`src/nsfc_pkg.sv`:
```
// Shared types, character codes and register defaults of the NMEA sentence parser.
package nsfc_pkg;

    localparam logic [7:0] CH_DOLLAR = 8'h24;
    localparam logic [7:0] CH_STAR   = 8'h2A;
    localparam logic [7:0] CH_COMMA  = 8'h2C;
    localparam logic [7:0] CH_ZERO   = 8'h30;
    localparam logic [7:0] CH_NINE   = 8'h39;
    localparam logic [7:0] CH_UP_A   = 8'h41;
    localparam logic [7:0] CH_UP_F   = 8'h46;
    localparam logic [7:0] CH_LOW_A  = 8'h61;
    localparam logic [7:0] CH_LOW_F  = 8'h66;
    localparam logic [3:0] HEX_TEN   = 4'd10;

    localparam int unsigned FIELD_W = 5;
    localparam logic [FIELD_W-1:0] FIELD_MAX   = 5'd31;
    localparam logic [FIELD_W-1:0] FIELD_FIRST = 5'd1;

    localparam int unsigned CFG_IDX_W  = 3;
    localparam int unsigned CFG_DATA_W = 5;
    localparam logic [CFG_IDX_W-1:0] CFG_TIME   = 3'd0;
    localparam logic [CFG_IDX_W-1:0] CFG_LAT    = 3'd1;
    localparam logic [CFG_IDX_W-1:0] CFG_LON    = 3'd2;
    localparam logic [CFG_IDX_W-1:0] CFG_ALT    = 3'd3;
    localparam logic [CFG_IDX_W-1:0] CFG_EXPECT = 3'd4;

    localparam logic [FIELD_W-1:0] RST_TIME   = 5'd2;
    localparam logic [FIELD_W-1:0] RST_LAT    = 5'd3;
    localparam logic [FIELD_W-1:0] RST_LON    = 5'd5;
    localparam logic [FIELD_W-1:0] RST_ALT    = 5'd10;
    localparam logic [FIELD_W-1:0] RST_EXPECT = 5'd15;

    localparam logic [1:0] FID_TIME = 2'd0;
    localparam logic [1:0] FID_LAT  = 2'd1;
    localparam logic [1:0] FID_LON  = 2'd2;
    localparam logic [1:0] FID_ALT  = 2'd3;

    localparam logic RES_CHAR   = 1'b0;
    localparam logic RES_STATUS = 1'b1;

    localparam int unsigned Q_DEPTH = 2;
    localparam int unsigned Q_PTR_W = $clog2(Q_DEPTH);
    localparam int unsigned Q_CNT_W = $clog2(Q_DEPTH + 1);

    typedef enum logic [1:0] {
        TOK_OTHER,
        TOK_DOLLAR,
        TOK_STAR,
        TOK_COMMA
    } tok_kind_t;

    typedef struct packed {
        tok_kind_t  kind;
        logic [7:0] data;
        logic       hex_ok;
        logic [3:0] hex_val;
    } token_t;

    typedef struct packed {
        logic full;
        logic empty;
    } q_status_t;

    typedef enum logic [1:0] {
        ST_IDLE,
        ST_BODY,
        ST_CK_HI,
        ST_CK_LO
    } parse_state_t;

    typedef struct packed {
        logic               result_kind;
        logic [1:0]         field_id;
        logic [7:0]         field_char;
        logic               checksum_ok;
        logic [7:0]         computed_checksum;
        logic [7:0]         received_checksum;
        logic [FIELD_W-1:0] field_count;
        logic               count_ok;
    } result_t;

endpackage

```
`src/nsfc_ifs.sv`:
```
// Valid/ready channel interfaces for the sentence byte input and the result output.
interface nsfc_rx_if;
    logic       valid;
    logic       ready;
    logic [7:0] rx_byte;

    modport source (output valid, output rx_byte, input ready);
    modport sink (input valid, input rx_byte, output ready);
endinterface

interface nsfc_res_if;
    logic       valid;
    logic       ready;
    logic       result_kind;
    logic [1:0] field_id;
    logic [7:0] field_char;
    logic       checksum_ok;
    logic [7:0] computed_checksum;
    logic [7:0] received_checksum;
    logic [4:0] field_count;
    logic       count_ok;

    modport source (
        output valid, output result_kind, output field_id, output field_char,
        output checksum_ok, output computed_checksum, output received_checksum,
        output field_count, output count_ok, input ready
    );
    modport sink (
        input valid, input result_kind, input field_id, input field_char,
        input checksum_ok, input computed_checksum, input received_checksum,
        input field_count, input count_ok, output ready
    );
endinterface

```
`src/nsfc_front.sv`:
```
// Front end: accepts sentence bytes and classifies them into tokens for the queue.
module nsfc_front (
    nsfc_rx_if.sink            rx_chan,
    input  nsfc_pkg::q_status_t q_stat,
    output logic               push,
    output nsfc_pkg::token_t   push_tok
);

    logic [7:0] c;

    assign c             = rx_chan.rx_byte;
    assign rx_chan.ready = !q_stat.full;
    assign push          = rx_chan.valid && !q_stat.full;

    always_comb
    begin
        push_tok.data    = c;
        push_tok.hex_ok  = 1'b0;
        push_tok.hex_val = 4'd0;
        priority if (c == nsfc_pkg::CH_DOLLAR)
        begin
            push_tok.kind = nsfc_pkg::TOK_DOLLAR;
        end
        else if (c == nsfc_pkg::CH_STAR)
        begin
            push_tok.kind = nsfc_pkg::TOK_STAR;
        end
        else if (c == nsfc_pkg::CH_COMMA)
        begin
            push_tok.kind = nsfc_pkg::TOK_COMMA;
        end
        else
        begin
            push_tok.kind = nsfc_pkg::TOK_OTHER;
        end

        priority if (c >= nsfc_pkg::CH_ZERO && c <= nsfc_pkg::CH_NINE)
        begin
            push_tok.hex_ok  = 1'b1;
            push_tok.hex_val = 4'(c - nsfc_pkg::CH_ZERO);
        end
        else if (c >= nsfc_pkg::CH_UP_A && c <= nsfc_pkg::CH_UP_F)
        begin
            push_tok.hex_ok  = 1'b1;
            push_tok.hex_val = 4'(c - nsfc_pkg::CH_UP_A) + nsfc_pkg::HEX_TEN;
        end
        else if (c >= nsfc_pkg::CH_LOW_A && c <= nsfc_pkg::CH_LOW_F)
        begin
            push_tok.hex_ok  = 1'b1;
            push_tok.hex_val = 4'(c - nsfc_pkg::CH_LOW_A) + nsfc_pkg::HEX_TEN;
        end
        else
        begin
            push_tok.hex_ok  = 1'b0;
            push_tok.hex_val = 4'd0;
        end
    end

endmodule

```
`src/nsfc_queue.sv`:
```
// Two-entry token queue that decouples the front end from the parser.
module nsfc_queue (
    input  logic                clk,
    input  logic                rst_n,
    input  logic                push,
    input  nsfc_pkg::token_t    push_tok,
    input  logic                pop,
    output nsfc_pkg::token_t    pop_tok,
    output nsfc_pkg::q_status_t q_stat
);

    nsfc_pkg::token_t                mem_reg [nsfc_pkg::Q_DEPTH];
    logic [nsfc_pkg::Q_PTR_W-1:0]    wr_ptr_reg;
    logic [nsfc_pkg::Q_PTR_W-1:0]    wr_ptr_next;
    logic [nsfc_pkg::Q_PTR_W-1:0]    rd_ptr_reg;
    logic [nsfc_pkg::Q_PTR_W-1:0]    rd_ptr_next;
    logic [nsfc_pkg::Q_CNT_W-1:0]    cnt_reg;
    logic [nsfc_pkg::Q_CNT_W-1:0]    cnt_next;

    assign q_stat.empty = (cnt_reg == '0);
    assign q_stat.full  = (cnt_reg == nsfc_pkg::Q_CNT_W'(nsfc_pkg::Q_DEPTH));
    assign pop_tok      = mem_reg[rd_ptr_reg];

    always_comb
    begin
        wr_ptr_next = push ? wr_ptr_reg + 1'b1 : wr_ptr_reg;
        rd_ptr_next = pop ? rd_ptr_reg + 1'b1 : rd_ptr_reg;
        cnt_next    = cnt_reg;
        if (push && !pop)
        begin
            cnt_next = cnt_reg + 1'b1;
        end
        else if (pop && !push)
        begin
            cnt_next = cnt_reg - 1'b1;
        end
    end

    always_ff @(posedge clk or negedge rst_n)
    begin
        if (!rst_n)
        begin
            wr_ptr_reg <= '0;
            rd_ptr_reg <= '0;
            cnt_reg    <= '0;
        end
        else
        begin
            wr_ptr_reg <= wr_ptr_next;
            rd_ptr_reg <= rd_ptr_next;
            cnt_reg    <= cnt_next;
        end
    end

    always_ff @(posedge clk)
    begin
        if (push)
        begin
            mem_reg[wr_ptr_reg] <= push_tok;
        end
    end

endmodule

```
`src/nsfc_back.sv`:
```
// Back end: configuration registers, sentence state machine and output register.
module nsfc_back (
    input  logic                              clk,
    input  logic                              rst_n,
    input  logic                              cfg_we,
    input  logic [nsfc_pkg::CFG_IDX_W-1:0]    cfg_index,
    input  logic [nsfc_pkg::CFG_DATA_W-1:0]   cfg_data,
    input  nsfc_pkg::q_status_t               q_stat,
    input  nsfc_pkg::token_t                  pop_tok,
    output logic                              pop,
    nsfc_res_if.source                        res_chan
);

    logic [nsfc_pkg::FIELD_W-1:0] cfg_time_reg;
    logic [nsfc_pkg::FIELD_W-1:0] cfg_lat_reg;
    logic [nsfc_pkg::FIELD_W-1:0] cfg_lon_reg;
    logic [nsfc_pkg::FIELD_W-1:0] cfg_alt_reg;
    logic [nsfc_pkg::FIELD_W-1:0] cfg_expect_reg;

    nsfc_pkg::parse_state_t       state_reg;
    nsfc_pkg::parse_state_t       state_next;
    logic [7:0]                   xor_reg;
    logic [7:0]                   xor_next;
    logic [nsfc_pkg::FIELD_W-1:0] field_reg;
    logic [nsfc_pkg::FIELD_W-1:0] field_next;
    logic [3:0]                   hi_reg;
    logic [3:0]                   hi_next;
    logic                         bad_reg;
    logic                         bad_next;

    logic                         res_valid_reg;
    logic                         res_valid_next;
    nsfc_pkg::result_t            res_reg;
    nsfc_pkg::result_t            res_next;
    logic                         res_load;
    logic [7:0]                   rx_sum;
    logic                         bad_now;

    assign rx_sum  = {hi_reg, pop_tok.hex_val};
    assign bad_now = bad_reg || !pop_tok.hex_ok;

    always_ff @(posedge clk or negedge rst_n)
    begin
        if (!rst_n)
        begin
            cfg_time_reg   <= nsfc_pkg::RST_TIME;
            cfg_lat_reg    <= nsfc_pkg::RST_LAT;
            cfg_lon_reg    <= nsfc_pkg::RST_LON;
            cfg_alt_reg    <= nsfc_pkg::RST_ALT;
            cfg_expect_reg <= nsfc_pkg::RST_EXPECT;
        end
        else if (cfg_we)
        begin
            unique case (cfg_index)
                nsfc_pkg::CFG_TIME:   cfg_time_reg   <= cfg_data;
                nsfc_pkg::CFG_LAT:    cfg_lat_reg    <= cfg_data;
                nsfc_pkg::CFG_LON:    cfg_lon_reg    <= cfg_data;
                nsfc_pkg::CFG_ALT:    cfg_alt_reg    <= cfg_data;
                nsfc_pkg::CFG_EXPECT: cfg_expect_reg <= cfg_data;
                default:
                begin
                end
            endcase
        end
    end

    always_comb
    begin
        pop        = !q_stat.empty && (!res_valid_reg || res_chan.ready);
        state_next = state_reg;
        xor_next   = xor_reg;
        field_next = field_reg;
        hi_next    = hi_reg;
        bad_next   = bad_reg;
        res_load   = 1'b0;
        res_next   = '0;

        if (pop)
        begin
            if (pop_tok.kind == nsfc_pkg::TOK_DOLLAR)
            begin
                state_next = nsfc_pkg::ST_BODY;
                xor_next   = 8'd0;
                field_next = nsfc_pkg::FIELD_FIRST;
                hi_next    = 4'd0;
                bad_next   = 1'b0;
            end
            else
            begin
                unique case (state_reg)
                    nsfc_pkg::ST_IDLE:
                    begin
                    end
                    nsfc_pkg::ST_BODY:
                    begin
                        if (pop_tok.kind == nsfc_pkg::TOK_STAR)
                        begin
                            state_next = nsfc_pkg::ST_CK_HI;
                        end
                        else
                        begin
                            xor_next = xor_reg ^ pop_tok.data;
                            if (pop_tok.kind == nsfc_pkg::TOK_COMMA)
                            begin
                                if (field_reg != nsfc_pkg::FIELD_MAX)
                                begin
                                    field_next = field_reg + 1'b1;
                                end
                            end
                            else
                            begin
                                res_next.result_kind = nsfc_pkg::RES_CHAR;
                                res_next.field_char  = pop_tok.data;
                                priority if (cfg_time_reg == field_reg)
                                begin
                                    res_load          = 1'b1;
                                    res_next.field_id = nsfc_pkg::FID_TIME;
                                end
                                else if (cfg_lat_reg == field_reg)
                                begin
                                    res_load          = 1'b1;
                                    res_next.field_id = nsfc_pkg::FID_LAT;
                                end
                                else if (cfg_lon_reg == field_reg)
                                begin
                                    res_load          = 1'b1;
                                    res_next.field_id = nsfc_pkg::FID_LON;
                                end
                                else if (cfg_alt_reg == field_reg)
                                begin
                                    res_load          = 1'b1;
                                    res_next.field_id = nsfc_pkg::FID_ALT;
                                end
                                else
                                begin
                                    res_load = 1'b0;
                                end
                            end
                        end
                    end
                    nsfc_pkg::ST_CK_HI:
                    begin
                        hi_next    = pop_tok.hex_val;
                        bad_next   = bad_now;
                        state_next = nsfc_pkg::ST_CK_LO;
                    end
                    nsfc_pkg::ST_CK_LO:
                    begin
                        res_load                   = 1'b1;
                        res_next.result_kind       = nsfc_pkg::RES_STATUS;
                        res_next.checksum_ok       = !bad_now && (rx_sum == xor_reg);
                        res_next.computed_checksum = xor_reg;
                        res_next.received_checksum = rx_sum;
                        res_next.field_count       = field_reg;
                        res_next.count_ok          = (field_reg == cfg_expect_reg);
                        bad_next                   = bad_now;
                        state_next                 = nsfc_pkg::ST_IDLE;
                    end
                    default:
                    begin
                        state_next = nsfc_pkg::ST_IDLE;
                    end
                endcase
            end
        end

        if (res_load)
        begin
            res_valid_next = 1'b1;
        end
        else if (res_chan.ready)
        begin
            res_valid_next = 1'b0;
        end
        else
        begin
            res_valid_next = res_valid_reg;
        end
    end

    always_ff @(posedge clk or negedge rst_n)
    begin
        if (!rst_n)
        begin
            state_reg     <= nsfc_pkg::ST_IDLE;
            xor_reg       <= 8'd0;
            field_reg     <= '0;
            hi_reg        <= 4'd0;
            bad_reg       <= 1'b0;
            res_valid_reg <= 1'b0;
        end
        else
        begin
            state_reg     <= state_next;
            xor_reg       <= xor_next;
            field_reg     <= field_next;
            hi_reg        <= hi_next;
            bad_reg       <= bad_next;
            res_valid_reg <= res_valid_next;
        end
    end

    always_ff @(posedge clk)
    begin
        if (res_load)
        begin
            res_reg <= res_next;
        end
    end

    assign res_chan.valid             = res_valid_reg;
    assign res_chan.result_kind       = res_reg.result_kind;
    assign res_chan.field_id          = res_reg.field_id;
    assign res_chan.field_char        = res_reg.field_char;
    assign res_chan.checksum_ok       = res_reg.checksum_ok;
    assign res_chan.computed_checksum = res_reg.computed_checksum;
    assign res_chan.received_checksum = res_reg.received_checksum;
    assign res_chan.field_count       = res_reg.field_count;
    assign res_chan.count_ok          = res_reg.count_ok;

endmodule

```
`src/nmea_sentence_field_checksum_parser.sv`:
```
// Top level of the NMEA sentence field and checksum parser.
// The block takes one sentence byte per transfer on rx_chan. A '$' opens a
// sentence; characters of the four selected fields come out on res_chan as
// character results tagged with their field, and the second checksum digit
// after '*' yields one status result with both checksums and the field count.
// Bytes outside a sentence and separators produce no result.
// Registers are written through cfg_we, cfg_index and cfg_data; the user must
// write them only while the block is idle, which the block does not enforce.
// A write to an index past the list is ignored. A byte is classified in the
// front end and written into a two-entry queue; the parser takes it from the
// queue once the output register is free and registers its result there.
// Throughput is one byte per cycle while the receiver keeps ready high. When
// the receiver holds ready low, the output register keeps its result, the
// parser stops, and the queue takes at most two more bytes before rx_chan
// ready drops. Reset restores the register defaults, empties the queue and
// output register and returns the parser to idle outside any sentence.
module nmea_sentence_field_checksum_parser (
    input  logic                            clk,
    input  logic                            rst_n,
    nsfc_rx_if.sink                         rx_chan,
    nsfc_res_if.source                      res_chan,
    input  logic                            cfg_we,
    input  logic [nsfc_pkg::CFG_IDX_W-1:0]  cfg_index,
    input  logic [nsfc_pkg::CFG_DATA_W-1:0] cfg_data
);

    nsfc_pkg::q_status_t q_stat;
    nsfc_pkg::token_t    push_tok;
    nsfc_pkg::token_t    pop_tok;
    logic                push;
    logic                pop;

    nsfc_front u_front (
        .rx_chan  (rx_chan),
        .q_stat   (q_stat),
        .push     (push),
        .push_tok (push_tok)
    );

    nsfc_queue u_queue (
        .clk      (clk),
        .rst_n    (rst_n),
        .push     (push),
        .push_tok (push_tok),
        .pop      (pop),
        .pop_tok  (pop_tok),
        .q_stat   (q_stat)
    );

    nsfc_back u_back (
        .clk       (clk),
        .rst_n     (rst_n),
        .cfg_we    (cfg_we),
        .cfg_index (cfg_index),
        .cfg_data  (cfg_data),
        .q_stat    (q_stat),
        .pop_tok   (pop_tok),
        .pop       (pop),
        .res_chan  (res_chan)
    );

endmodule

```
`src/flat_wrapper.sv`:
```
// flat-port wrapper written by rule: the top's interface ports become plain ports
module nmea_sentence_field_checksum_parser_flat 
  (clk, rst_n, cfg_we, cfg_index, cfg_data, rx_chan_valid, rx_chan_rx_byte, rx_chan_ready, res_chan_valid, res_chan_result_kind, res_chan_field_id, res_chan_field_char, res_chan_checksum_ok, res_chan_computed_checksum, res_chan_received_checksum, res_chan_field_count, res_chan_count_ok, res_chan_ready);
  nsfc_rx_if rx_chan_i ();
  nsfc_res_if res_chan_i ();
  input  logic clk;
  input  logic rst_n;
  input  logic cfg_we;
  input  logic [nsfc_pkg::CFG_IDX_W-1:0] cfg_index;
  input  logic [nsfc_pkg::CFG_DATA_W-1:0] cfg_data;
  input wire logic [$bits(rx_chan_i.valid)-1:0] rx_chan_valid;
  input wire logic [$bits(rx_chan_i.rx_byte)-1:0] rx_chan_rx_byte;
  output wire logic [$bits(rx_chan_i.ready)-1:0] rx_chan_ready;
  output wire logic [$bits(res_chan_i.valid)-1:0] res_chan_valid;
  output wire logic [$bits(res_chan_i.result_kind)-1:0] res_chan_result_kind;
  output wire logic [$bits(res_chan_i.field_id)-1:0] res_chan_field_id;
  output wire logic [$bits(res_chan_i.field_char)-1:0] res_chan_field_char;
  output wire logic [$bits(res_chan_i.checksum_ok)-1:0] res_chan_checksum_ok;
  output wire logic [$bits(res_chan_i.computed_checksum)-1:0] res_chan_computed_checksum;
  output wire logic [$bits(res_chan_i.received_checksum)-1:0] res_chan_received_checksum;
  output wire logic [$bits(res_chan_i.field_count)-1:0] res_chan_field_count;
  output wire logic [$bits(res_chan_i.count_ok)-1:0] res_chan_count_ok;
  input wire logic [$bits(res_chan_i.ready)-1:0] res_chan_ready;
  assign rx_chan_i.valid = rx_chan_valid;
  assign rx_chan_i.rx_byte = rx_chan_rx_byte;
  assign rx_chan_ready = rx_chan_i.ready;
  assign res_chan_valid = res_chan_i.valid;
  assign res_chan_result_kind = res_chan_i.result_kind;
  assign res_chan_field_id = res_chan_i.field_id;
  assign res_chan_field_char = res_chan_i.field_char;
  assign res_chan_checksum_ok = res_chan_i.checksum_ok;
  assign res_chan_computed_checksum = res_chan_i.computed_checksum;
  assign res_chan_received_checksum = res_chan_i.received_checksum;
  assign res_chan_field_count = res_chan_i.field_count;
  assign res_chan_count_ok = res_chan_i.count_ok;
  assign res_chan_i.ready = res_chan_ready;
  nmea_sentence_field_checksum_parser u_core (.clk(clk), .rst_n(rst_n), .rx_chan(rx_chan_i), .res_chan(res_chan_i), .cfg_we(cfg_we), .cfg_index(cfg_index), .cfg_data(cfg_data));
endmodule
```
`config.mk`:
```
export PLATFORM = sky130hd
export DESIGN_NAME = nmea_sentence_field_checksum_parser_flat
export DESIGN_NICKNAME = d
export VERILOG_FILES = /design/src/nsfc_pkg.sv /design/src/nsfc_ifs.sv /design/src/nsfc_front.sv /design/src/nsfc_queue.sv /design/src/nsfc_back.sv /design/src/nmea_sentence_field_checksum_parser.sv /design/src/flat_wrapper.sv
export SDC_FILE = /design/constraint.sdc
export NUM_CORES = 1
export LEC_CHECK = 0
export ABC_AREA = 1
export ABC_CLOCK_PERIOD_IN_PS = 5200
export CAP_MARGIN = 25
export CORE_ASPECT_RATIO = 0.5
export CORE_MARGIN = 2
export CORE_UTILIZATION = 63
export CTS_CLUSTER_SIZE = 28
export DETAILED_ROUTE_END_ITERATION = 8
export DONT_BUFFER_PORTS = 1
export GPL_TIMING_DRIVEN = 0
export PLACE_DENSITY = 0.86
export SYNTH_ARGS = -nofsm -noshare
export SYNTH_HDL_FRONTEND = slang
export SYNTH_SLANG_ARGS = --single-unit
```
`constraint.sdc`:
```
create_clock -name clk -period 5.2 [get_ports clk]
set_input_delay 0.52 -clock clk [delete_from_list [all_inputs] [get_ports clk]]
set_output_delay 0.52 -clock clk [all_outputs]
set_load 0.1 [all_outputs]
```
==> impl_metrics.tcl <==
set metrics [dict create \
    yosysTopAreaCell "edfxtp_1" \
    synth-async-reset-ratio_pct 43.86 \
    ys_seq_area_share_pct 61.12 \
    wl_per_cell_um 16.52 \
    powerDensity_nw_per_um2 739.9 \
    hold_violations 0 \
    hold_end "u_core.u_queue.mem_reg[0][11]" \
    first_global_vias 3366 \
    drc_errors 0 \
    cts_sinks 114 \
    fin_nets 550 \
    drv_cap 0 \
    fmax_mhz 299.7 \
    cts_inserted_buffers 17 \
    rows 23 \
    crit_start "u_core.u_queue.rd_ptr_reg" \
    ys_warn_count 0 \
    drtAntennaViolNets 0 \
    drive_above_1_share_pct 15.25 \
    insertion_delay_ns 0.42 \
    yosys.area.top_type_share_pct 36.86 \
    postLayoutCoreUtil_pct 75.10 \
    cp-end-kind "flip-flop" \
    ios 57 \
    synthMostInstantiatedCell "nand2_1" \
    grt_pass1_wl_um 16700 \
    core-area_um2 8029 \
    r2r_cells 13 \
    avgSynthCellArea_um2 10.55 \
    grt_use_total_pct 25.18 \
    setup_viol 0 \
    syn-num-nets 526 \
    r2r-start "u_core.u_queue.rd_ptr_reg" \
    reg2reg_slack_ns 1.86 \
    required_ns 5.32 \
    min_period_ns 3.337 \
    syn2layout_area_growth_pct 15.65 \
    critical_path_class "flip-flop to flip-flop" \
    worstPathArrival_ns 3.45 \
    start_util_pct 64.94 \
    largest_reg_flops 30 \
    vias_per_cell 5.507 \
    synth_cell_type_count 38 \
    finClkSkew_ns 0.01048 \
    crit_fanout 19 \
    vdd_drop_max_uv 312.1 \
    place_inst 609 \
    tightest_slew_ns 0.9266 \
    worstHoldStart "rx_chan_rx_byte[6]" \
    period_share_pct 64.18 \
    finalSetupTns_ns 0 \
    synth_edf_count 64 \
    clockBufferDepth 2 \
    synth_cells 494 \
    synth_area_um2 5214 \
    grt_max_degree 51 \
    dp_hpwl_um 6928 \
    synthTopCellsByArea "edfxtp_1, dfrtp_1, nand2_1, dfstp_2, nor2_1" \
    rsz0062_at_grt "no" \
    cts_tree "done" \
    timing.rr.end "u_core.u_back.res_chan.received_checksum[6]" \
    cts.clk_slew.worst_paths_ns 0.06 \
    antenna_found_initial 0 \
    overflow 0 \
    synth_seq_cells 114 \
    root_buffer "clkbuf_16" \
    netlist_top_cells_count "nand2_1, edfxtp_1, nor2_1" \
    min_path_cells 0 \
    slew_headroom_pct 38.08 \
    power.leakage_uw 0.002582 \
    dieHeight_um 68.33 \
    instances_no_fill 643 \
    die_w_um 132.7 \
    cts_max_level 4 \
    synth_ff_type "edfxtp_1" \
    final.fill_count 493 \
    status "completed" \
    portBuffers 0 \
    drv_slew 0 \
    hp-class "input pin to flip-flop" \
    antenna_cells 0 \
    globalplace.congestion 0.8704 \
    start_kind "flip-flop" \
    first_pass_iters 5 \
    post_cts_buffers 0 \
    wl_um 10630 \
    vias 3541 \
    drt_iter0_markers 254 \
    cts-resized-gates 0 \
    dieArea_um2 9063 \
]
==> repair_timing <==
action	CTS	global route
hold buffers	2	0
hold endpoints to repair	50	0
endpoints found under the setup margin	0	0
==> report_power, final <==
part | switching, uW | internal, uW | total, uW | leakage [uW]
sequential | 742 | 1300 | 2050 | 0.00120
combinational | 832 | 439 | 1270 | 0.00110
clock | 385 | 759 | 1140 | 0.000286
total | 1960 | 2500 | 4460 | 0.00258
==> final cells by class <==
type	count	area [um^2]	area share (%)
Sequential cell	114	3187	52.85
Multi-Input combinational cell	313	1725	28.62
Clock inverter	11	137.6	2.283
Tap cell	112	140.1	2.324
Inverter	57	221.5	3.673
Timing Repair Buffer	5	87.58	1.453
Clock buffer	21	450.4	7.470
Buffer	10	80.08	1.328
==> worst max-delay path, stage by stage, from the launching register on <==
cell and delay, ns:
dfrtp_1 0.36, buf_4 0.17, buf_6 0.15, o21ai_0 0.38, inv_1 0.14, ha_1 0.23, buf_6 0.14, inv_4 0.09
nand2_2 0.10, nor2_4 0.15, inv_4 0.08, buf_6 0.15, nand2_1 0.63, buf_16 0.24
==> cell families (layout without fill, tap and decap cells) <==
kind of cell	after synthesis	after routing	share of synthesized area, %
xor gates and xnor gates	25	25	4.200
AOI/OAI and AO/OA	78	78	8.256
muxes	10	10	1.920
buffers and inverters	67	104	5.784
and+or+nand+nor	189	189	16.08
DFF	114	114	61.12
adders and majority gates	11	11	2.640
==> per-layer routing <==
layer	track usage (%)	up-vias	part of all wire [%]
met5	0	-	0
met4	9.543	0	1.4
met3	9.111	15	5.4
met2	44.43	116	51
met1	29.16	1722	43
li1	-	1688	-
==> layout by cell type, fill, tap and decap left out, types with 2 or more instances in the layout <==
cell type / count
clkbuf_16: 17
dfrtp_1: 39
nor3_1: 5
xor2_1: 7
o22ai_1: 5
inv_4: 3
buf_16: 2
clkinv_1: 2
dfstp_2: 11
inv_1: 52
nand2_1: 79
xnor2_1: 18
nor2_1: 62
bufinv_16: 3
clkinv_2: 3
edfxtp_1: 64
buf_4: 2
clkbuf_2: 2
nand2_2: 4
clkbuf_1: 3
a21oi_1: 13
inv_2: 2
or2_2: 3
o21ai_1: 8
nand2_4: 3
o21ai_0: 45
nand3_1: 20
mux2i_1: 10
nor2_2: 8
clkinv_4: 2
buf_6: 6
ha_1: 11
buf_2: 2
==> per-stage QoR <==
| stage | hold slack [ns] | instance area (um^2) | worst slack [ns] | total power [uW] |
|---|---|---|---|---|
| after floorplan | 0.2244 | 5214 | 2.320 | 3008 |
| after global placement | 0.2257 | 5354 | 1.704 | 3223 |
| after detailed placement | 0.2254 | 5404 | 1.916 | 3269 |
| after CTS | 0.1844 | 6030 | 1.845 | 4465 |
| after global routing | 0.1787 | 6030 | 1.719 | 4666 |
| final | 0.1964 | 6030 | 1.863 | 4461 |
==> how the worst max path moves through the flow <==
stage / to / slack [ns] / cells past startpoint
after floorplan: u_core.u_back.res_chan.checksum_ok / 2.32 / 13
after global placement: u_core.u_back.res_chan.field_char[7] / 1.70 / 12
after detailed placement: u_core.u_back.res_chan.field_char[7] / 1.92 / 13
after CTS: u_core.u_back.res_chan.computed_checksum[4] / 1.85 / 13
after global routing: u_core.u_back.res_chan.field_char[7] / 1.72 / 13
final: u_core.u_back.res_chan.received_checksum[6] / 1.86 / 13
Power figures use the tool's default switching activity.
